**src/rtl/text_cell_page_engine_assert.svh**
```systemverilog
// Assertion helpers for the text cell page engine.
`ifndef TEXT_CELL_PAGE_ENGINE_ASSERT_SVH
`define TEXT_CELL_PAGE_ENGINE_ASSERT_SVH

// Same-cycle implication, disabled while reset is asserted
`define TCPE_ASSERT_IMP(label, clk_s, rst_ns, ante, cons, msg) \
	label: assert property (@(posedge clk_s) disable iff (!rst_ns) (ante) |-> (cons)) \
		else $error(msg);

// Next-cycle implication, disabled while reset is asserted
`define TCPE_ASSERT_NXT(label, clk_s, rst_ns, ante, cons, msg) \
	label: assert property (@(posedge clk_s) disable iff (!rst_ns) (ante) |=> (cons)) \
		else $error(msg);

`endif

```
**src/rtl/tcpe_pkg.sv**
```systemverilog
`timescale 1ns / 1ps
`default_nettype none

package tcpe_pkg;

	// Page geometry
	localparam int MAX_COLS   = 128;
	localparam int MAX_ROWS   = 32;
	localparam int CELL_COUNT = MAX_COLS * MAX_ROWS;
	localparam int ADDR_W     = $clog2(CELL_COUNT);
	localparam int X_W        = $clog2(MAX_COLS);
	localparam int Y_W        = $clog2(MAX_ROWS);

	// Fixed field widths
	localparam int CMD_W   = 4;
	localparam int CRD_W   = 9;
	localparam int SHX_W   = 9;
	localparam int SHY_W   = 7;
	localparam int BYTE_W  = 8;
	localparam int CELL_W  = 2 * BYTE_W;
	localparam int COL_W   = 8;
	localparam int ROW_W   = 6;
	localparam int CUR_W   = 12;
	localparam int CFG_I_W = 1;
	localparam int CFG_D_W = 8;

	// Box bounds and source coordinates after the shift
	localparam int SB_W = 11;
	localparam logic signed [SB_W-1:0] BOX_MIN = {1'b1, {(SB_W-1){1'b0}}};
	localparam logic signed [SB_W-1:0] BOX_MAX = {1'b0, {(SB_W-1){1'b1}}};

	// Blank cell: space glyph, colour 0x0A (colour in the high byte)
	localparam logic [BYTE_W-1:0] BLANK_GLYPH  = 8'h20;
	localparam logic [BYTE_W-1:0] BLANK_COLOUR = 8'h0A;
	localparam logic [CELL_W-1:0] BLANK_CELL   = {BLANK_COLOUR, BLANK_GLYPH};

	// Reset values of the page size registers
	localparam logic [COL_W-1:0] COLS_RESET = 8'd80;
	localparam logic [ROW_W-1:0] ROWS_RESET = 6'd25;

	// Configuration register indexes
	localparam logic [CFG_I_W-1:0] REG_PAGE_COLS = 1'b0;
	localparam logic [CFG_I_W-1:0] REG_PAGE_ROWS = 1'b1;

	// Command codes
	typedef enum logic [CMD_W-1:0] {
		CMD_PUT_BOTH   = 4'd0,
		CMD_PUT_GLYPH  = 4'd1,
		CMD_PUT_COLOUR = 4'd2,
		CMD_FILL       = 4'd3,
		CMD_COPY       = 4'd4,
		CMD_CLEAR      = 4'd5,
		CMD_CLEAR_ROW  = 4'd6,
		CMD_CURSOR     = 4'd7,
		CMD_SCROLL     = 4'd8,
		CMD_READ       = 4'd9
	} cmd_t;

	// One write and one read request to the cell memory
	typedef struct packed {
		logic              wen;
		logic [ADDR_W-1:0] waddr;
		logic [CELL_W-1:0] wdata;
		logic              ren;
		logic [ADDR_W-1:0] raddr;
	} ram_req_t;

	// Result and status from the sequencer
	typedef struct packed {
		logic              push;
		logic              clearing;
		logic [BYTE_W-1:0] glyph;
		logic [BYTE_W-1:0] colour;
		logic [CUR_W-1:0]  cursor;
	} seq_res_t;

	function automatic logic signed [SB_W-1:0] sext_crd(input logic signed [CRD_W-1:0] v);
		return {{(SB_W-CRD_W){v[CRD_W-1]}}, v};
	endfunction

endpackage

`default_nettype wire

```
**src/rtl/tcpe_if.sv**
```systemverilog
`timescale 1ns / 1ps
`default_nettype none

// Command channel
interface tcpe_req_if;
	logic                                 valid;
	logic                                 ready;
	logic [tcpe_pkg::CMD_W-1:0]           cmd;
	logic signed [tcpe_pkg::CRD_W-1:0]    x_first;
	logic signed [tcpe_pkg::CRD_W-1:0]    y_first;
	logic signed [tcpe_pkg::CRD_W-1:0]    x_last;
	logic signed [tcpe_pkg::CRD_W-1:0]    y_last;
	logic signed [tcpe_pkg::SHX_W-1:0]    shift_x;
	logic signed [tcpe_pkg::SHY_W-1:0]    shift_y;
	logic [tcpe_pkg::BYTE_W-1:0]          glyph;
	logic [tcpe_pkg::BYTE_W-1:0]          colour;

	modport source (output valid, cmd, x_first, y_first, x_last, y_last, shift_x, shift_y,
		glyph, colour, input ready);
	modport sink (input valid, cmd, x_first, y_first, x_last, y_last, shift_x, shift_y,
		glyph, colour, output ready);
endinterface


`default_nettype wire

```
**src/rtl/tcpe_seq.sv**
```systemverilog
`timescale 1ns / 1ps
`default_nettype none

// Command sequencer: clears the memory after reset, decodes an item, walks the
// page, touches one cell or sets the cursor, and drives the cell memory ports.
module tcpe_seq (
	input  logic                            clk,
	input  logic                            arst_n,
	tcpe_req_if.sink                        req,
	input  logic [tcpe_pkg::COL_W-1:0]      cols,
	input  logic [tcpe_pkg::ROW_W-1:0]      rows,
	input  logic                            res_free,
	input  logic [tcpe_pkg::CELL_W-1:0]     ram_rdata,
	output tcpe_pkg::ram_req_t              ram_req,
	output tcpe_pkg::seq_res_t              res
);

	localparam int SB_W   = tcpe_pkg::SB_W;
	localparam int ADDR_W = tcpe_pkg::ADDR_W;
	localparam int X_W    = tcpe_pkg::X_W;
	localparam int Y_W    = tcpe_pkg::Y_W;
	localparam int COL_W  = tcpe_pkg::COL_W;
	localparam int ROW_W  = tcpe_pkg::ROW_W;
	localparam int CRD_W  = tcpe_pkg::CRD_W;
	localparam int SHX_W  = tcpe_pkg::SHX_W;
	localparam int SHY_W  = tcpe_pkg::SHY_W;
	localparam int CELL_W = tcpe_pkg::CELL_W;
	localparam int BYTE_W = tcpe_pkg::BYTE_W;

	typedef enum logic [8:0] {
		S_CLEAR = 9'b000000001,
		S_IDLE  = 9'b000000010,
		S_SETUP = 9'b000000100,
		S_START = 9'b000001000,
		S_WALK  = 9'b000010000,
		S_DRAIN = 9'b000100000,
		S_PT_RD = 9'b001000000,
		S_PT_WR = 9'b010000000,
		S_DONE  = 9'b100000000
	} state_t;

	state_t state_q;
	logic [ADDR_W-1:0] clr_q;

	// Item latched at acceptance
	logic [tcpe_pkg::CMD_W-1:0] cmd_q;
	logic signed [CRD_W-1:0]    x1_q, y1_q;
	logic signed [SB_W-1:0]     bx1_q, bx2_q, by1_q, by2_q;
	logic signed [SHX_W-1:0]    shx_q;
	logic signed [SHY_W-1:0]    shy_q;
	logic [CELL_W-1:0]          fill_q;
	logic                       copy_q, dn_q;

	// Setup results
	logic              pt_ok_q;
	logic [ADDR_W-1:0] lin_q, last_q, off_q;

	// Walk position
	logic [X_W-1:0]    x_q;
	logic [Y_W-1:0]    y_q;
	logic [ADDR_W-1:0] idx_q;

	// Write stage
	logic              wr_vld_s1, wr_src_s1;
	logic [ADDR_W-1:0] wr_addr_s1;
	logic [CELL_W-1:0] wr_const_s1;

	logic [BYTE_W-1:0]          rg_q, rc_q;
	logic [tcpe_pkg::CUR_W-1:0] cursor_q;

	// Decode of the offered item
	logic signed [SB_W-1:0]  d_bx1, d_bx2, d_by1, d_by2;
	logic signed [SHX_W-1:0] d_shx;
	logic signed [SHY_W-1:0] d_shy;
	logic [CELL_W-1:0]       d_fill;
	logic                    d_copy, d_dn;

	always_comb begin
		d_bx1  = tcpe_pkg::sext_crd(req.x_first);
		d_bx2  = tcpe_pkg::sext_crd(req.x_last);
		d_by1  = tcpe_pkg::sext_crd(req.y_first);
		d_by2  = tcpe_pkg::sext_crd(req.y_last);
		d_shx  = '0;
		d_shy  = '0;
		d_fill = {req.colour, req.glyph};
		d_copy = 1'b0;
		unique case (req.cmd)
			tcpe_pkg::CMD_COPY: begin
				d_shx  = req.shift_x;
				d_shy  = req.shift_y;
				d_copy = 1'b1;
			end
			tcpe_pkg::CMD_CLEAR: begin
				d_bx1  = tcpe_pkg::BOX_MIN;
				d_bx2  = tcpe_pkg::BOX_MAX;
				d_by1  = tcpe_pkg::BOX_MIN;
				d_by2  = tcpe_pkg::BOX_MAX;
				d_fill = tcpe_pkg::BLANK_CELL;
			end
			tcpe_pkg::CMD_CLEAR_ROW: begin
				d_bx1  = tcpe_pkg::BOX_MIN;
				d_bx2  = tcpe_pkg::BOX_MAX;
				d_by2  = tcpe_pkg::sext_crd(req.y_first);
				d_fill = tcpe_pkg::BLANK_CELL;
			end
			tcpe_pkg::CMD_SCROLL: begin
				d_bx1  = tcpe_pkg::BOX_MIN;
				d_bx2  = tcpe_pkg::BOX_MAX;
				d_by1  = tcpe_pkg::BOX_MIN;
				d_by2  = tcpe_pkg::BOX_MAX;
				d_shx  = req.shift_x;
				d_shy  = req.shift_y;
				d_copy = 1'b1;
			end
			default: ;
		endcase
		// copy towards higher addresses walks downwards so sources are read first
		d_dn = d_copy && ((d_shy > 0) || ((d_shy == 0) && (d_shx > 0)));
	end

	// Setup arithmetic: cell index, last page index, linear copy offset
	logic                         pt_ok_d;
	logic [Y_W+COL_W-1:0]         lin_prod;
	logic [ROW_W+COL_W-1:0]       area_prod;
	logic signed [SHY_W+COL_W:0]  off_prod;
	logic [ADDR_W-1:0]            lin_d, last_d, off_d;

	always_comb begin
		pt_ok_d = !x1_q[CRD_W-1] && !y1_q[CRD_W-1]
			&& (x1_q < $signed({{(CRD_W-COL_W){1'b0}}, cols}))
			&& (y1_q < $signed({{(CRD_W-ROW_W){1'b0}}, rows}));
		lin_prod  = y1_q[Y_W-1:0] * cols;
		lin_d     = lin_prod[ADDR_W-1:0] + {{(ADDR_W-X_W){1'b0}}, x1_q[X_W-1:0]};
		area_prod = rows * cols;
		last_d    = area_prod[ADDR_W-1:0] - 1'b1;
		off_prod  = shy_q * $signed({1'b0, cols});
		off_d     = off_prod[ADDR_W-1:0] + {{(ADDR_W-SHX_W){shx_q[SHX_W-1]}}, shx_q};
	end

	// Page bounds
	logic [COL_W-1:0] cols_m1;
	logic [ROW_W-1:0] rows_m1;
	logic [X_W-1:0]   x_end;
	logic [Y_W-1:0]   y_end;
	logic             page_empty;

	assign cols_m1    = cols - 1'b1;
	assign rows_m1    = rows - 1'b1;
	assign x_end      = cols_m1[X_W-1:0];
	assign y_end      = rows_m1[Y_W-1:0];
	assign page_empty = (cols == '0) || (rows == '0);

	// Walk step: source cell of the current destination and box test
	logic signed [SB_W-1:0] sx, sy;
	logic                   in_box, src_ok, use_src, last_step;
	logic [ADDR_W-1:0]      src_idx;

	always_comb begin
		sx = {{(SB_W-X_W){1'b0}}, x_q} - {{(SB_W-SHX_W){shx_q[SHX_W-1]}}, shx_q};
		sy = {{(SB_W-Y_W){1'b0}}, y_q} - {{(SB_W-SHY_W){shy_q[SHY_W-1]}}, shy_q};
		in_box = (sx >= bx1_q) && (sx <= bx2_q) && (sy >= by1_q) && (sy <= by2_q);
		src_ok = !sx[SB_W-1] && !sy[SB_W-1]
			&& (sx < $signed({{(SB_W-COL_W){1'b0}}, cols}))
			&& (sy < $signed({{(SB_W-ROW_W){1'b0}}, rows}));
		use_src   = copy_q && in_box && src_ok;
		src_idx   = idx_q - off_q;
		last_step = dn_q ? ((x_q == '0) && (y_q == '0)) : ((x_q == x_end) && (y_q == y_end));
	end

	logic is_put;
	assign is_put = (cmd_q == tcpe_pkg::CMD_PUT_BOTH) || (cmd_q == tcpe_pkg::CMD_PUT_GLYPH)
		|| (cmd_q == tcpe_pkg::CMD_PUT_COLOUR);

	// Read-modify-write of one cell
	logic [CELL_W-1:0] merged;
	always_comb begin
		merged = ram_rdata;
		if (cmd_q != tcpe_pkg::CMD_PUT_COLOUR) begin
			merged[BYTE_W-1:0] = fill_q[BYTE_W-1:0];
		end
		if (cmd_q != tcpe_pkg::CMD_PUT_GLYPH) begin
			merged[CELL_W-1:BYTE_W] = fill_q[CELL_W-1:BYTE_W];
		end
	end

	// Control state
	always_ff @(posedge clk or negedge arst_n) begin
		if (!arst_n) begin
			state_q   <= S_CLEAR;
			clr_q     <= '0;
			wr_vld_s1 <= 1'b0;
			cursor_q  <= '0;
		end else begin
			wr_vld_s1 <= (state_q == S_WALK) && in_box;
			unique case (state_q)
				S_CLEAR: begin
					clr_q <= clr_q + 1'b1;
					if (clr_q == '1) begin
						state_q <= S_IDLE;
					end
				end
				S_IDLE: begin
					if (req.valid) begin
						state_q <= S_SETUP;
					end
				end
				S_SETUP: state_q <= S_START;
				S_START: begin
					unique case (cmd_q)
						tcpe_pkg::CMD_PUT_BOTH, tcpe_pkg::CMD_PUT_GLYPH,
						tcpe_pkg::CMD_PUT_COLOUR, tcpe_pkg::CMD_READ: begin
							state_q <= pt_ok_q ? S_PT_RD : S_DONE;
						end
						tcpe_pkg::CMD_CURSOR: begin
							if (pt_ok_q) begin
								cursor_q <= tcpe_pkg::CUR_W'(lin_q);
							end
							state_q <= S_DONE;
						end
						tcpe_pkg::CMD_FILL, tcpe_pkg::CMD_COPY, tcpe_pkg::CMD_CLEAR,
						tcpe_pkg::CMD_CLEAR_ROW, tcpe_pkg::CMD_SCROLL: begin
							state_q <= page_empty ? S_DONE : S_WALK;
						end
						default: state_q <= S_DONE;
					endcase
				end
				S_WALK: begin
					if (last_step) begin
						state_q <= S_DRAIN;
					end
				end
				S_DRAIN: state_q <= S_DONE;
				S_PT_RD: state_q <= S_PT_WR;
				S_PT_WR: state_q <= S_DONE;
				S_DONE: begin
					if (res_free) begin
						state_q <= S_IDLE;
					end
				end
				default: state_q <= S_IDLE;
			endcase
		end
	end

	// Payload registers
	always_ff @(posedge clk) begin
		if ((state_q == S_IDLE) && req.valid) begin
			cmd_q  <= req.cmd;
			x1_q   <= req.x_first;
			y1_q   <= req.y_first;
			bx1_q  <= d_bx1;
			bx2_q  <= d_bx2;
			by1_q  <= d_by1;
			by2_q  <= d_by2;
			shx_q  <= d_shx;
			shy_q  <= d_shy;
			fill_q <= d_fill;
			copy_q <= d_copy;
			dn_q   <= d_dn;
		end
		if (state_q == S_SETUP) begin
			pt_ok_q <= pt_ok_d;
			lin_q   <= lin_d;
			last_q  <= last_d;
			off_q   <= off_d;
			rg_q    <= '0;
			rc_q    <= '0;
		end
		// walk start position
		if (state_q == S_START) begin
			if (dn_q) begin
				x_q   <= x_end;
				y_q   <= y_end;
				idx_q <= last_q;
			end else begin
				x_q   <= '0;
				y_q   <= '0;
				idx_q <= '0;
			end
		end
		if (state_q == S_WALK) begin
			if (dn_q) begin
				if (x_q == '0) begin
					x_q <= x_end;
					y_q <= y_q - 1'b1;
				end else begin
					x_q <= x_q - 1'b1;
				end
				idx_q <= idx_q - 1'b1;
			end else begin
				if (x_q == x_end) begin
					x_q <= '0;
					y_q <= y_q + 1'b1;
				end else begin
					x_q <= x_q + 1'b1;
				end
				idx_q <= idx_q + 1'b1;
			end
		end
		wr_src_s1   <= use_src;
		wr_addr_s1  <= idx_q;
		wr_const_s1 <= copy_q ? '0 : fill_q;
		if ((state_q == S_PT_WR) && (cmd_q == tcpe_pkg::CMD_READ)) begin
			rg_q <= ram_rdata[BYTE_W-1:0];
			rc_q <= ram_rdata[CELL_W-1:BYTE_W];
		end
	end

	// Memory port selection
	always_comb begin
		ram_req = '0;
		if (state_q == S_CLEAR) begin
			ram_req.wen   = 1'b1;
			ram_req.waddr = clr_q;
		end else if (wr_vld_s1) begin
			ram_req.wen   = 1'b1;
			ram_req.waddr = wr_addr_s1;
			ram_req.wdata = wr_src_s1 ? ram_rdata : wr_const_s1;
		end else if ((state_q == S_PT_WR) && is_put) begin
			ram_req.wen   = 1'b1;
			ram_req.waddr = lin_q;
			ram_req.wdata = merged;
		end
		if (state_q == S_WALK) begin
			ram_req.ren   = use_src;
			ram_req.raddr = src_idx;
		end else if (state_q == S_PT_RD) begin
			ram_req.ren   = 1'b1;
			ram_req.raddr = lin_q;
		end
	end

	assign req.ready    = (state_q == S_IDLE);
	assign res.push     = (state_q == S_DONE) && res_free;
	assign res.clearing = (state_q == S_CLEAR);
	assign res.glyph    = rg_q;
	assign res.colour   = rc_q;
	assign res.cursor   = cursor_q;

endmodule

`default_nettype wire

```
**src/flat_wrapper.sv**
```systemverilog
// flat-port wrapper written by rule: the top's interface ports become plain ports
module tcpe_seq_flat 
  (clk, arst_n, cols, rows, res_free, ram_rdata, ram_req, res, req_valid, req_cmd, req_x_first, req_y_first, req_x_last, req_y_last, req_shift_x, req_shift_y, req_glyph, req_colour, req_ready);
  tcpe_req_if req_i ();
  input  logic clk;
  input  logic arst_n;
  input  logic [tcpe_pkg::COL_W-1:0] cols;
  input  logic [tcpe_pkg::ROW_W-1:0] rows;
  input  logic res_free;
  input  logic [tcpe_pkg::CELL_W-1:0] ram_rdata;
  output tcpe_pkg::ram_req_t ram_req;
  output tcpe_pkg::seq_res_t res;
  input wire logic [$bits(req_i.valid)-1:0] req_valid;
  input wire logic [$bits(req_i.cmd)-1:0] req_cmd;
  input wire logic [$bits(req_i.x_first)-1:0] req_x_first;
  input wire logic [$bits(req_i.y_first)-1:0] req_y_first;
  input wire logic [$bits(req_i.x_last)-1:0] req_x_last;
  input wire logic [$bits(req_i.y_last)-1:0] req_y_last;
  input wire logic [$bits(req_i.shift_x)-1:0] req_shift_x;
  input wire logic [$bits(req_i.shift_y)-1:0] req_shift_y;
  input wire logic [$bits(req_i.glyph)-1:0] req_glyph;
  input wire logic [$bits(req_i.colour)-1:0] req_colour;
  output wire logic [$bits(req_i.ready)-1:0] req_ready;
  assign req_i.valid = req_valid;
  assign req_i.cmd = req_cmd;
  assign req_i.x_first = req_x_first;
  assign req_i.y_first = req_y_first;
  assign req_i.x_last = req_x_last;
  assign req_i.y_last = req_y_last;
  assign req_i.shift_x = req_shift_x;
  assign req_i.shift_y = req_shift_y;
  assign req_i.glyph = req_glyph;
  assign req_i.colour = req_colour;
  assign req_ready = req_i.ready;
  tcpe_seq u_core (.clk(clk), .arst_n(arst_n), .req(req_i), .cols(cols), .rows(rows), .res_free(res_free), .ram_rdata(ram_rdata), .ram_req(ram_req), .res(res));
endmodule
```
**config.mk**
```make
export PLATFORM = sky130hd
export DESIGN_NAME = tcpe_seq_flat
export DESIGN_NICKNAME = d
export VERILOG_FILES = /design/src/rtl/text_cell_page_engine_assert.svh /design/src/rtl/tcpe_pkg.sv /design/src/rtl/tcpe_if.sv /design/src/rtl/tcpe_seq.sv /design/src/flat_wrapper.sv
export SDC_FILE = /design/constraint.sdc
export NUM_CORES = 1
export LEC_CHECK = 0
export BUFFER_PORTS_ARGS = -buffer_cell sky130_fd_sc_hd__clkbuf_2
export CORE_UTILIZATION = 55
export DETAILED_ROUTE_END_ITERATION = 16
export PLACE_DENSITY = 0.78
export SLEW_MARGIN = 0
export SYNTH_ARGS = -nofsm -noshare
export SYNTH_HDL_FRONTEND = slang
export SYNTH_SLANG_ARGS = --single-unit
```
**constraint.sdc**
```tcl
create_clock -name clk -period 4.8 [get_ports clk]
set_clock_uncertainty 0.2 [all_clocks]
set_input_delay 0.24 -clock clk [delete_from_list [all_inputs] [get_ports clk]]
set_output_delay 0.24 -clock clk [all_outputs]
set_load 0.02 [all_outputs]
```
---- Yosys cells after proc, flatten, opt, wreduce, memory -nomap -nowiden ----
Index checks and enable logic that the tools add are counted.
cells by class
  $add $sub $neg .......................... 15
  reductions and logical operators ........ 45
  magnitude comparators ................... 10
  multiplexer cells ....................... 41
  multipliers ............................. 3
  equality and inequality tests ........... 31
operators with widths
  kind                   number
  $pmux 9 s8             1
  $mux 9                 7
  $mux 29                2
  $mux 7                 7
  $mux 12                4
  $mux 8                 5
  $mux 13                3
  $logic_not 32->1       1
  $mux 16                2
  $mux 5                 6
  $eq 4x3->1 const B     7
  $add 12x1->12 const B  2
  $sub 12x1->12 const B  2
  $pmux 11 s2            1
  $logic_and 1x1->1      20
  $pmux 9 s2             1
  $sub 7x1->7 const B    2
  $add 12x12->12         1
  $add 12x7->12          1
  $eq 12x12->1 const B   1
  $eq 4x4->1 const B     3
  $mul 5x8->12           1
  $mul 6x8->12           1
  $mul 7x9->12           1
  other kinds (48)       63
storage, ports and cells
  bits in registers ....................... 240
  word-level logic and storage cells ...... 173
  output and inout port bits .............. 73
  bits of input ports ..................... 106

---- Depth between registers and ports, before layout ----
Gate-level depths: netlist of run 1.
  word-level depth ........................ 8
  depth in mapped cells ................... 19
  gate-level depth less buffers ........... 18

---- Worst setup path before layout of run 1 ----
Ideal clock, no wire load.
  path type ............................... register to register
  from .................................... register u_core.state_q[8]
  to ...................................... register u_core.rc_q[0] (enable)
  period minus slack after synthesis ...... 4.853 ns
  path slack .............................. -0.053 ns
  cell stages (with the launch flop) ...... 6
  path buffers ............................ 1
  required time ........................... 4.263 ns
  data arrival time ....................... 4.316 ns
  library setup time ...................... 0.337 ns
  cells stage by stage .................... dfrtp_1 buf_2 nor2_1 nand4b_1 nor3b_1 or2_2
on the way
  word-level cells in the longest chain between the ends .. 3
  elaborated cells between the ends (all ways) .. 4
  those cells by class .................... eq/ne: 2; reduce/logical: 2
ends and longest elaborated chain
  item                                  line             RTL
  start, declared                       tcpe_seq.sv:42   state_t state_q;
  start signal, assigned                tcpe_seq.sv:212  state_q <= pt_ok_q ? S_PT_RD : S_DONE;
  start signal, assigned                tcpe_seq.sv:222  state_q <= page_empty ? S_DONE : S_WALK;
  $eq 9x8->1                            tcpe_seq.sv:303  if ((state_q == S_PT_WR) && (cmd_q == tcpe_pkg::CMD_READ)) begin
  $logic_and 1x1->1                     tcpe_seq.sv:303
  $reduce_bool 2->1 (no source line) *  -
  end signal, assigned                  tcpe_seq.sv:305  rc_q <= ram_rdata[CELL_W-1:BYTE_W];
  end, declared                         tcpe_seq.sv:68   logic [BYTE_W-1:0] rg_q, rc_q;
Every way passes the cells marked *; elsewhere a longest branch is shown, timed or not.
A chain may end at the register's enable or synchronous reset.

==> results.tsv, run 1 <==
stage	metric	value	unit
status	outcome	finished, final reports clean	
timing	smallest hold slack	123	ps
timing	min cycle time layout	4600	ps
die	die area	0.0337	mm^2
final_layout	design area	0.0217	mm^2
final_layout	Core Util, Final	66.9	%
clocking	Sink Count	236	
critical_path	r2r worst-path depth	13	
timing	setup TNS	0	ps
pwr	switching share of power	41.6	%
synth	Async SR Flop Fraction	14.4	%
run	maxcap violations	0	
detailed_routing	DRC Markers	0	
final_layout	most common cell after layout, fill and taps aside	inv_1	
pwr	Combinational Power Share	55.2	%
pwr	Clock power frac	17.0	%
global_route	grt total ovfl	0	
critical_path	worst setup path category	flop to primary output	
place	Port Buffers	178	
critical_path	Data required, critical path	4360	ps
pwr	PwrDens	573	mW/mm^2
timing	Setup violations, final	0	
pwr	Psw	0.00518	W
synth	Yosys cell types	90	
synth	Synthesized Nets	2175	
timing	Max Clk Rate	217	MHz
clocking	Root Buffer	clkbuf_16	
detailed_routing	Via-to-Cell Ratio	5.62	
synth	yosys warns	0	
final_layout	share of cells above drive strength 1	17.2	%
place	Detailed Place HPWL	35600	um
timing	Slew @ Worst Pin	1150	ps
global_route	wire length of the first global-routing pass	75300	um
die	DIE WIDTH	183	um
die	row cnt	66	
timing	number of hold violations in the final report	0	
pwr	leakage	9.86	nW
timing	crit share post-route	95.9	%
global_route	largest net degree at the start of global routing	46	
detailed_routing	DR vias	14300	
final_layout	Sequential Area	0.00658	mm^2
die	Core Area	0.0325	mm^2
final_layout	most frequent cells in the layout	inv_1 (188), ha_1 (179), clkbuf_2 (177), edfxtp_1 (168), nand2_1 (160)	
pwr	Int Pwr	0.00727	W
critical_path	CP Max Fanout	3	
synth	post-synthesis cell area	0.0181	mm^2
hold_path	HP Class	input port to async pin	
timing	fin. max-slew vios	0	
detailed_routing	Wirelength per Cell	18.7	um
pwr	Max VDD drop	0.000408	V
clocking	Clock Path Buffers	3	
clocking	CTS tree	done	
global_route	number of global-route vias before repair	14500	
clocking	Worst-Skew Late Latency	570	ps
detailed_routing	TritonRoute pass-1 iters	5	
synth	Main synth FF type	edfxtp_1	
clocking	CTS HTree Levels	1	
clocking	total CTS buffers	28	
final_layout	Layout Nets	2465	
synth	flops & latches, synth	236	
clocking	clk slew on worst S/H paths	60	ps
timing	Worst slew margin	23.2	%
die	DIE HEIGHT	183	um
final_layout	fillers	2459	
final_layout	Area growth, synth to finish	19.9	%
critical_path	crit start category	flop	
timing	RSZ-0062 raised after global routing	yes	
final_layout	area of the multi-input gates	0.0107	mm^2
synth	sequential-to-total area share from yosys stat	36.3	%
critical_path	FF-to-FF End	u_core.off_q[11]	
critical_path	CP Capture Type	primary output	
synth	Synth Instances	1794	
place	dpl cell area	0.0196	mm^2
global_route	initial antenna violation count	1	
detailed_routing	DR iter-0 viols	995	
critical_path	slack of the worst reg-to-reg path	320	ps
global_route	Total GRT Usage	28.7	%
detailed_routing	Post-DRT Antenna Nets	0	
place	gpl congestion	0.915	
critical_path	reg2reg start	u_core.shy_q[6]	
die	Starting Density	55.8	%
pwr	Sequential Power Share	27.7	%
synth	Mean Syn Cell Area	10.1	um^2
detailed_routing	routed wire length	47700	um
critical_path	WP data arrival	4160	ps
synth	number of flops mapped to enable cells by yosys	168	
die	I/O pin total	179	
[synthesized netlist by cell type, types with 4 or more instances]
cell,number,area share [%]
nand3b_1,4,0.17
a32o_1,4,0.22
o211ai_1,7,0.29
and3_1,21,0.73
o21bai_1,6,0.25
xnor2_1,65,3.1
or3_1,15,0.52
ha_1,182,13
and2_1,89,3.1
nor2_1,122,2.5
a21oi_1,59,1.6
edfxtp_1,168,28
clkbuf_1,40,0.83
nand4_1,9,0.31
nor2b_1,40,1.4
a211oi_1,6,0.25
nand2b_1,20,0.69
fa_1,93,10
mux2_2,44,2.7
nor4_1,10,0.35
a31oi_1,5,0.17
clkinv_1,10,0.21
nand2_1,160,3.3
buf_2,8,0.22
xnor3_1,4,0.50
nor3_1,16,0.44
nand4b_1,4,0.19
o22ai_1,8,0.28
a21o_1,24,0.99
o21ai_0,69,1.9
nand3_1,46,1.3
dfrtp_1,33,4.6
a211o_1,5,0.24
inv_1,189,3.9
o21a_1,12,0.50
dfxtp_1,34,3.8
nor3b_1,8,0.33
a22oi_1,28,1.2
xor2_1,33,1.6
mux2i_1,5,0.28
or4_1,6,0.25
o31ai_1,8,0.33
buf_1,7,0.15
[sequential cells by signal, summed over array words and instances (netlist names), 12 cells and up]
name,count
u_core.clr_q,12
u_core.cursor_q,12
u_core.lin_q,12
u_core.wr_const_s1,16
u_core.idx_q,12
u_core.off_q,12
u_core.fill_q,16
u_core.wr_addr_s1,12
u_core.last_q,12
[power groups by stage]
stage | Clock [W] | Sequential (W) | Combinational [W]
global route | 0.00222 | 0.00349 | 0.00773
global placement | 0 | 0.00347 | 0.00625
detailed placement | 0 | 0.00348 | 0.00651
CTS | 0.00215 | 0.00344 | 0.00670
finish | 0.00212 | 0.00346 | 0.00688
floorplan | 0 | 0.00332 | 0.00485
[through the flow]
| step | worst slack (ps) | std cells | total power, W |
|---|---|---|---|
| floorplan | 252 | 1794 | 0.00817 |
| global placement | 273 | 2387 | 0.00972 |
| detailed placement | 164 | 2387 | 0.00999 |
| CTS | 13.4 | 2538 | 0.0123 |
| global route | -54.9 | 2549 | 0.0134 |
| finish | 196 | 2549 | 0.0125 |
[worst max-delay path, stage by stage, from the launching register on]
cell and delay (ps):
edfxtp_1 450, inv_1 90, ha_1 210, nor2b_1 140, o211ai_1 290, buf_4 170, nand3b_1 110, a211oi_2 250
nor2_2 90, ha_1 210, a211o_1 230, o211ai_1 90, a21oi_1 110, o31a_1 320, nor4_4 270, nand3_2 150
o31ai_4 280, buf_6 160
[logic make-up (layout without fill, tap and decap cells)]
logic type               count (synthesis)  after routing  synth area share [%]
other                                    0              1                     0
AND/OR/NAND/NOR                        595            595                  17.0
buffers and inverters                  258            570                  5.49
AO/OA/AOI/OAI                          279            279                  10.1
multiplexers                            49             49                  3.01
flip-flops                             236            236                  36.3
adder cells (fa/ha/maj)                275            275                  22.8
XOR/XNOR                               102            102                  5.23
[timing repair]
item,CTS,global route
resized for setup,6,25
endpoints found under the setup margin,1,1
buffers inserted,6,10
endpoints found under the hold margin,148,0
hold buffers,93,0
pin swaps,4,11
[cell type report]
type	instances	area share, %
diodes	1	0.0115
clock buffers	38	3.58
clock inverters	14	0.708
inverters	200	3.47
multi-input cells	1300	49.3
flip-flops and latches	236	30.3
well taps	442	2.55
repair buffers	318	10.1
[worst max-delay path by stage]
stage / from / to / cells after the start
2_1_floorplan: u_core.state_q[3] / u_core.bx1_q[0] / 5
3_3_place_gp: rows[3] / u_core.last_q[10] / 12
3_5_place_dp: rows[3] / u_core.last_q[11] / 13
4_1_cts: u_core.x_q[0] / ram_req[12] / 18
5_1_grt: u_core.shx_q[1] / ram_req[12] / 17
6_report: u_core.shx_q[1] / ram_req[12] / 17
[layer usage]
metal	GRT usage, %	part of all wire, %
met1	36.7	42
met5	0	0
met4	10.9	4.0
met2	49.5	48
met3	3.92	6.7
Note: power is estimated with default switching activity, not from simulation.
==> run 2, diff against run 1 <==
--- a/config.mk
+++ b/config.mk
@@ -6,10 +6,10 @@
 export NUM_CORES = 1
 export LEC_CHECK = 0
 export BUFFER_PORTS_ARGS = -buffer_cell sky130_fd_sc_hd__clkbuf_2
+export CORE_MARGIN = 3
 export CORE_UTILIZATION = 55
 export DETAILED_ROUTE_END_ITERATION = 16
 export PLACE_DENSITY = 0.78
-export SLEW_MARGIN = 0
 export SYNTH_ARGS = -nofsm -noshare
 export SYNTH_HDL_FRONTEND = slang
 export SYNTH_SLANG_ARGS = --single-unit
==> results.tsv, run 2 (synthesized netlist as in run 1, its figures left out) <==
stage	metric	value	unit	change
timing	Worst slew margin	20.3	%	-2.9 points
place	gpl congestion	0.962		+5.1%
timing	setup TNS	-91.8	ps	-91.8 ps
timing	min cycle time layout	4890	ps	+288 ps
clocking	CTS HTree Levels	1		unchanged
critical_path	reg2reg start	u_core.shy_q[1]		
clocking	total CTS buffers	26		-7.1%
critical_path	FF-to-FF End	u_core.off_q[11]		
final_layout	Layout Nets	2462		-0.12%
detailed_routing	Via-to-Cell Ratio	5.76		+2.5%
critical_path	worst setup path category	flop to primary output		
detailed_routing	DR vias	14600		+2.0%
pwr	Psw	0.00510	W	-1.5%
critical_path	Data required, critical path	4360	ps	about the same
hold_path	HP Class	input port to flop		
pwr	Sequential Power Share	28.3	%	+0.6 points
final_layout	fillers	2461		+0.081%
die	DIE WIDTH	187	um	+2.2%
pwr	total power	0.0122	W	-2.1%
pwr	switching share of power	41.8	%	+0.23 points
timing	number of hold violations in the final report	0		unchanged
global_route	grt total ovfl	0		unchanged
critical_path	slack of the worst reg-to-reg path	270	ps	-50 ps
final_layout	biggest regs	u_core.fill_q (16), u_core.wr_const_s1 (16)		
die	die area	0.0352	mm^2	+4.4%
critical_path	Crit-path slowest cell	edfxtp_1		
die	row cnt	65		-1.5%
run	maxcap violations	0		unchanged
pwr	leakage	9.80	nW	-0.62%
critical_path	r2r worst-path depth	16		+3
detailed_routing	Wirelength per Cell	19.0	um	+1.6%
timing	fin. max-slew vios	0		unchanged
detailed_routing	TritonRoute pass-1 iters	5		unchanged
global_route	largest net degree at the start of global routing	77		+67%
clocking	clk slew on worst S/H paths	60	ps	about the same
critical_path	CP cell instances	inv_1 > ha_1 > nor2b_1 > o211ai_1 > buf_4 > nand3b_1 > a211oi_1 > nor2_1 > ha_1 > a211o_1 > o211ai_1 > a21oi_1 > o31a_1 > nor4_2 > nand3_1 > o31ai_4 > clkbuf_8		
global_route	number of global-route vias before repair	14800		+1.9%
final_layout	most frequent cells in the layout	inv_1 (188), ha_1 (179), clkbuf_2 (177), edfxtp_1 (168), nand2_1 (160)		
critical_path	WP data arrival	4450	ps	+290 ps
timing	RSZ-0062 raised after global routing	yes		
pwr	Combinational Power Share	55.8	%	+0.6 points
timing	Setup violations, final	1		+1
place	pre-CTS WS	101	ps	-63.3 ps
clocking	Clock Path Buffers	3		unchanged
die	DIE HEIGHT	187	um	+2.2%
die	I/O pin total	179		unchanged
pwr	Clock power frac	15.9	%	-1.1 points
final_layout	share of cells above drive strength 1	17.2	%	about the same
place	Port Buffers	178		unchanged
final_layout	most common cell after layout, fill and taps aside	inv_1		
global_route	Total GRT Usage	27.3	%	-1.4 points
timing	Slew @ Worst Pin	1200	ps	+47.0 ps
detailed_routing	DRC Markers	0		unchanged
global_route	initial antenna violation count	1		unchanged
detailed_routing	DR iter-0 viols	1038		+4.3%
die	Core Area	0.0320	mm^2	-1.3%
clocking	Sink Count	236		unchanged
detailed_routing	Post-DRT Antenna Nets	0		unchanged
final_layout	Area growth, synth to finish	19.3	%	
place	Detailed Place HPWL	35900	um	+0.94%
pwr	PwrDens	565	mW/mm^2	-1.5%
detailed_routing	routed wire length	48200	um	+1.1%
clocking	Worst-Skew Late Latency	540	ps	-30 ps
timing	post-route worst setup slack	-91.8	ps	-288 ps
critical_path	crit start category	flop		
critical_path	CP peak stage delay	440	ps	about the same
status	failing checks	negative setup slack		
status	outcome	finished, violations left		
timing	crit share post-route	102	%	+6.0 points
critical_path	Setup crit end	ram_req[12]		
global_route	wire length of the first global-routing pass	78000	um	+3.5%
clocking	Root Buffer	clkbuf_16		
die	Starting Density	56.5	%	+0.71 points
pwr	Max VDD drop	0.000403	V	-1.2%
critical_path	CP Capture Type	primary output		
clocking	CTS tree	done		
critical_path	Setup crit start	u_core.shx_q[1]		
timing	Max Clk Rate	204	MHz	-5.9%
pwr	Int Pwr	0.00710	W	-2.4%
critical_path	CP Max Fanout	3		unchanged
-- run 2: how the worst min path moves through the flow --
| stage | end | slack (ps) | depth (start not counted) | from |
|---|---|---|---|---|
| CTS | u_core.last_q[1] | 120 | 4 | rows[1] |
| global route | u_core.last_q[1] | 170 | 4 | rows[1] |
| global placement | u_core.clr_q[5] | 190 | 1 | arst_n |
| finish | u_core.last_q[1] | 150 | 4 | rows[1] |
| detailed placement | u_core.clr_q[5] | 180 | 1 | arst_n |
| floorplan | u_core.clr_q[0] | -260 | 0 | arst_n |
-- run 2: through the flow --
| stage | cells | cell area (um^2) | hold slack [ps] | utilization, % |
|---|---|---|---|---|
| finish | 2537 | 21600 | 154 | 67.4 |
| global route | 2537 | 21600 | 171 | 67.4 |
| global placement | 2379 | 19600 | 188 | 61.1 |
| detailed placement | 2379 | 19600 | 182 | 61.1 |
| CTS | 2526 | 21500 | 122 | 67.0 |
| floorplan | 1794 | 18100 | -256 | - |
-- run 2: worst max-delay path: cells and delay by family (launching register included) --
kind            cells  cell delay, ps
fa+ha+maj           2             450
buf+inv             3             490
simple gates        5             840
compound gates      7            1690
flops               1             440
-- run 2: layout make-up --
class | count | area [um^2] | area share (%)
diodes | 1 | 2.50 | 0.0116
well taps | 435 | 544 | 2.52
flip-flops and latches | 236 | 6580 | 30.4
repair buffers | 317 | 2190 | 10.1
clock buffers | 30 | 718 | 3.32
multi-input cells | 1300 | 10700 | 49.5
clock inverters | 18 | 116 | 0.538
inverters | 200 | 758 | 3.51
-- run 2: power groups by stage --
stage	logic [W]	registers [W]	clock network [W]
floorplan	0.00485	0.00332	0
global placement	0.00622	0.00346	0
detailed placement	0.00651	0.00348	0
CTS	0.00671	0.00344	0.00197
global route	0.00777	0.00350	0.00205
finish	0.00681	0.00346	0.00194
-- run 2: layer usage --
layer | global-route usage [%] | share of wire (%)
met1 | 36.1 | 41
met4 | 9.96 | 3.9
met5 | 0 | 0
met3 | 4.08 | 7.6
met2 | 45.8 | 47
-- run 2: timing repair --
item	4_1_cts	5_1_grt
hold buffers	94	0
endpoints found under the hold margin	148	0
resized for setup	14	17
pin swaps	5	15
setup buffers	5	10
setup endpoints to repair	1	3
==> run 3, diff against run 2 <==
--- a/config.mk
+++ b/config.mk
@@ -9,7 +9,8 @@
 export CORE_MARGIN = 3
 export CORE_UTILIZATION = 55
 export DETAILED_ROUTE_END_ITERATION = 16
-export PLACE_DENSITY = 0.78
+export GPL_ROUTABILITY_DRIVEN = 1
+export PLACE_DENSITY_LB_ADDON = 0.08
 export SYNTH_ARGS = -nofsm -noshare
 export SYNTH_HDL_FRONTEND = slang
 export SYNTH_SLANG_ARGS = --single-unit
==> results.tsv, run 3 (synthesized netlist as in run 1, its figures left out) <==
stage	metric	value	unit	change
pwr	leakage	9.83	nW	+0.24%
final_layout	most common cell after layout, fill and taps aside	inv_1		
die	Core Area	0.0320	mm^2	unchanged
detailed_routing	Post-DRT Antenna Nets	0		unchanged
global_route	wire length of the first global-routing pass	76500	um	-1.9%
die	DIE HEIGHT	187	um	unchanged
final_layout	share of cells above drive strength 1	16.7	%	-0.52 points
critical_path	Setup crit end	ram_req[12]		
place	Detailed Place HPWL	36000	um	+0.41%
pwr	switching share of power	41.2	%	-0.65 points
critical_path	Crit-path slowest cell	edfxtp_1		
clocking	Worst-Skew Late Latency	560	ps	+20 ps
critical_path	Data required, critical path	4360	ps	about the same
critical_path	CP peak stage delay	460	ps	+20 ps
critical_path	r2r worst-path depth	14		-2
timing	min cycle time layout	4870	ps	-18.1 ps
clocking	CTS tree	done		
timing	number of hold violations in the final report	0		unchanged
global_route	grt total ovfl	0		unchanged
pwr	Combinational Power Share	54.6	%	-1.2 points
final_layout	most frequent cells in the layout	inv_1 (188), ha_1 (180), clkbuf_2 (177), edfxtp_1 (168), nand2_1 (160)		
final_layout	post-route insts no fill	2535		-0.079%
detailed_routing	routed wire length	47500	um	-1.4%
detailed_routing	TritonRoute pass-1 iters	5		unchanged
detailed_routing	DR iter-0 viols	780		-25%
timing	crit share post-route	102	%	-0.38 points
die	Starting Density	56.5	%	unchanged
global_route	initial antenna violation count	1		unchanged
clocking	Sink Count	236		unchanged
critical_path	reg2reg start	u_core.shy_q[0]		
final_layout	Layout Nets	2459		-0.12%
timing	Max Clk Rate	205	MHz	+0.37%
hold_path	WHS Path Cells	3		-1
clocking	Clock Path Buffers	3		unchanged
status	outcome	finished, violations left		
critical_path	CP Capture Type	primary output		
pwr	Clock power frac	17.2	%	+1.3 points
place	Port Buffers	178		unchanged
critical_path	Setup crit start	u_core.x_q[1]		
critical_path	slack of the worst reg-to-reg path	330	ps	+60 ps
clocking	CTS HTree Levels	1		unchanged
final_layout	biggest regs	u_core.fill_q (16), u_core.wr_const_s1 (16)		
timing	Worst slew margin	20.0	%	-0.27 points
critical_path	Critical Path Most Common Cell	ha_1		
timing	Setup violations, final	1		unchanged
pwr	Max VDD drop	0.000423	V	+5.0%
pwr	Int Pwr	0.00722	W	+1.7%
clocking	clk slew on worst S/H paths	60	ps	about the same
global_route	largest net degree at the start of global routing	54		-30%
critical_path	crit start category	flop		
die	row cnt	65		unchanged
status	failing checks	negative setup slack		
hold_path	HP Class	input port to flop		
timing	fin. max-slew vios	0		unchanged
critical_path	CP Max Fanout	3		unchanged
pwr	Sequential Power Share	28.2	%	about the same
critical_path	WP data arrival	4430	ps	-20 ps
critical_path	FF-to-FF End	u_core.off_q[11]		
die	I/O pin total	179		unchanged
pwr	Psw	0.00505	W	-1.0%
critical_path	CP cell instances	ha_1 > nor2b_1 > o211ai_1 > a31oi_2 > o21ai_0 > nand2b_1 > xnor2_2 > ha_1 > and3_1 > nand4_1 > a21oi_1 > o31a_1 > nor4_2 > nand3_2 > o31ai_4 > clkbuf_8		
critical_path	worst setup path category	flop to primary output		
final_layout	Area growth, synth to finish	19.4	%	about the same
timing	post-route worst setup slack	-73.8	ps	+18.1 ps
pwr	PwrDens	567	mW/mm^2	+0.49%
clocking	Root Buffer	clkbuf_16		
place	gpl congestion	0.951		-1.1%
global_route	Total GRT Usage	27.0	%	-0.31 points
timing	setup TNS	-73.8	ps	+18.1 ps
run	maxcap violations	0		unchanged
detailed_routing	DRC Markers	0		unchanged
detailed_routing	DR vias	14100		-3.3%
timing	Slew @ Worst Pin	1200	ps	+4.05 ps
global_route	number of global-route vias before repair	14300		-3.1%
detailed_routing	Wirelength per Cell	18.8	um	-1.3%
detailed_routing	Via-to-Cell Ratio	5.57		-3.2%
place	placed cell count	2382		+0.13%
final_layout	number of diodes	0		-1
die	DIE WIDTH	187	um	unchanged
die	die area	0.0352	mm^2	unchanged
timing	RSZ-0062 raised after global routing	yes		
clocking	total CTS buffers	28		+7.7%
final_layout	Core Util, Final	67.5	%	about the same
-- run 3: changes by cell type in the layout (fill, tap and decap cells not counted), moves of 3 or more --
| cell | change |
|---|---|
| clkbuf_1 | +8 |
| clkinvlp_4 | -5 |
| buf_4 | -4 |
| clkbuf_8 | +3 |
| clkinv_1 | -3 |
-- run 3: cell type report --
cell class                 instances  area (um^2)
inverter                         200          752
tap                              435          544
clock buffer                      42          815
timing repair buffer             312         2150
multi-input combinational       1300        10700
fill                            2606        10400
clock inverter                    10          115
sequential                       236         6580
-- run 3: critical path: cells and delay by family (launching register included) --
family	cells	cell delay, ps
compound gates	6	1350
xor+xnor	1	250
fa+ha+maj	2	610
buf+inv	1	220
flops	1	460
simple gates	6	970
-- run 3: worst min-delay path by stage --
stage | start | endpoint | slack (ps)
4_1_cts | cols[0] | u_core.last_q[0] | 20
5_1_grt | cols[0] | u_core.last_q[0] | 40
2_1_floorplan | arst_n | u_core.clr_q[0] | -260
3_5_place_dp | arst_n | u_core.cursor_q[11] | 190
3_3_place_gp | arst_n | u_core.state_q[2] | 180
6_report | cols[0] | u_core.last_q[0] | 50
-- run 3: power by group through the flow --
stage                     Sequential [W]  Combinational, W  Clock (W)
after global routing             0.00351           0.00761    0.00223
after CTS                        0.00345           0.00666    0.00214
after floorplan                  0.00332           0.00485          0
after detailed placement         0.00349           0.00649          0
final                            0.00346           0.00670    0.00211
after global placement           0.00348           0.00629          0
-- run 3: what timing repair did --
action	in CTS	in global routing
endpoints found under the setup margin	1	1
hold buffers	93	0
buffers inserted	3	5
gates resized for setup	12	10
pin swaps	4	6
hold endpoints to repair	148	0
gates cloned	0	0
-- run 3: through the flow --
step	instance area, um^2	power [W]	hold slack [ps]	setup WS (ps)
finish	21600	0.0123	53.6	-73.8
global route	21600	0.0133	39.0	-219
CTS	21500	0.0123	23.4	22.7
detailed placement	19600	0.00998	188	54.3
global placement	19600	0.00977	182	118
floorplan	18100	0.00817	-256	252
-- run 3: per-layer routing --
metal  wire, um  track usage [%]  vias up
met5          7                0        -
met4       1550             8.72        2
met3       2930             3.59       86
met2      22400             45.4      452
met1      20700             36.4     6813
li1           -                -     6775
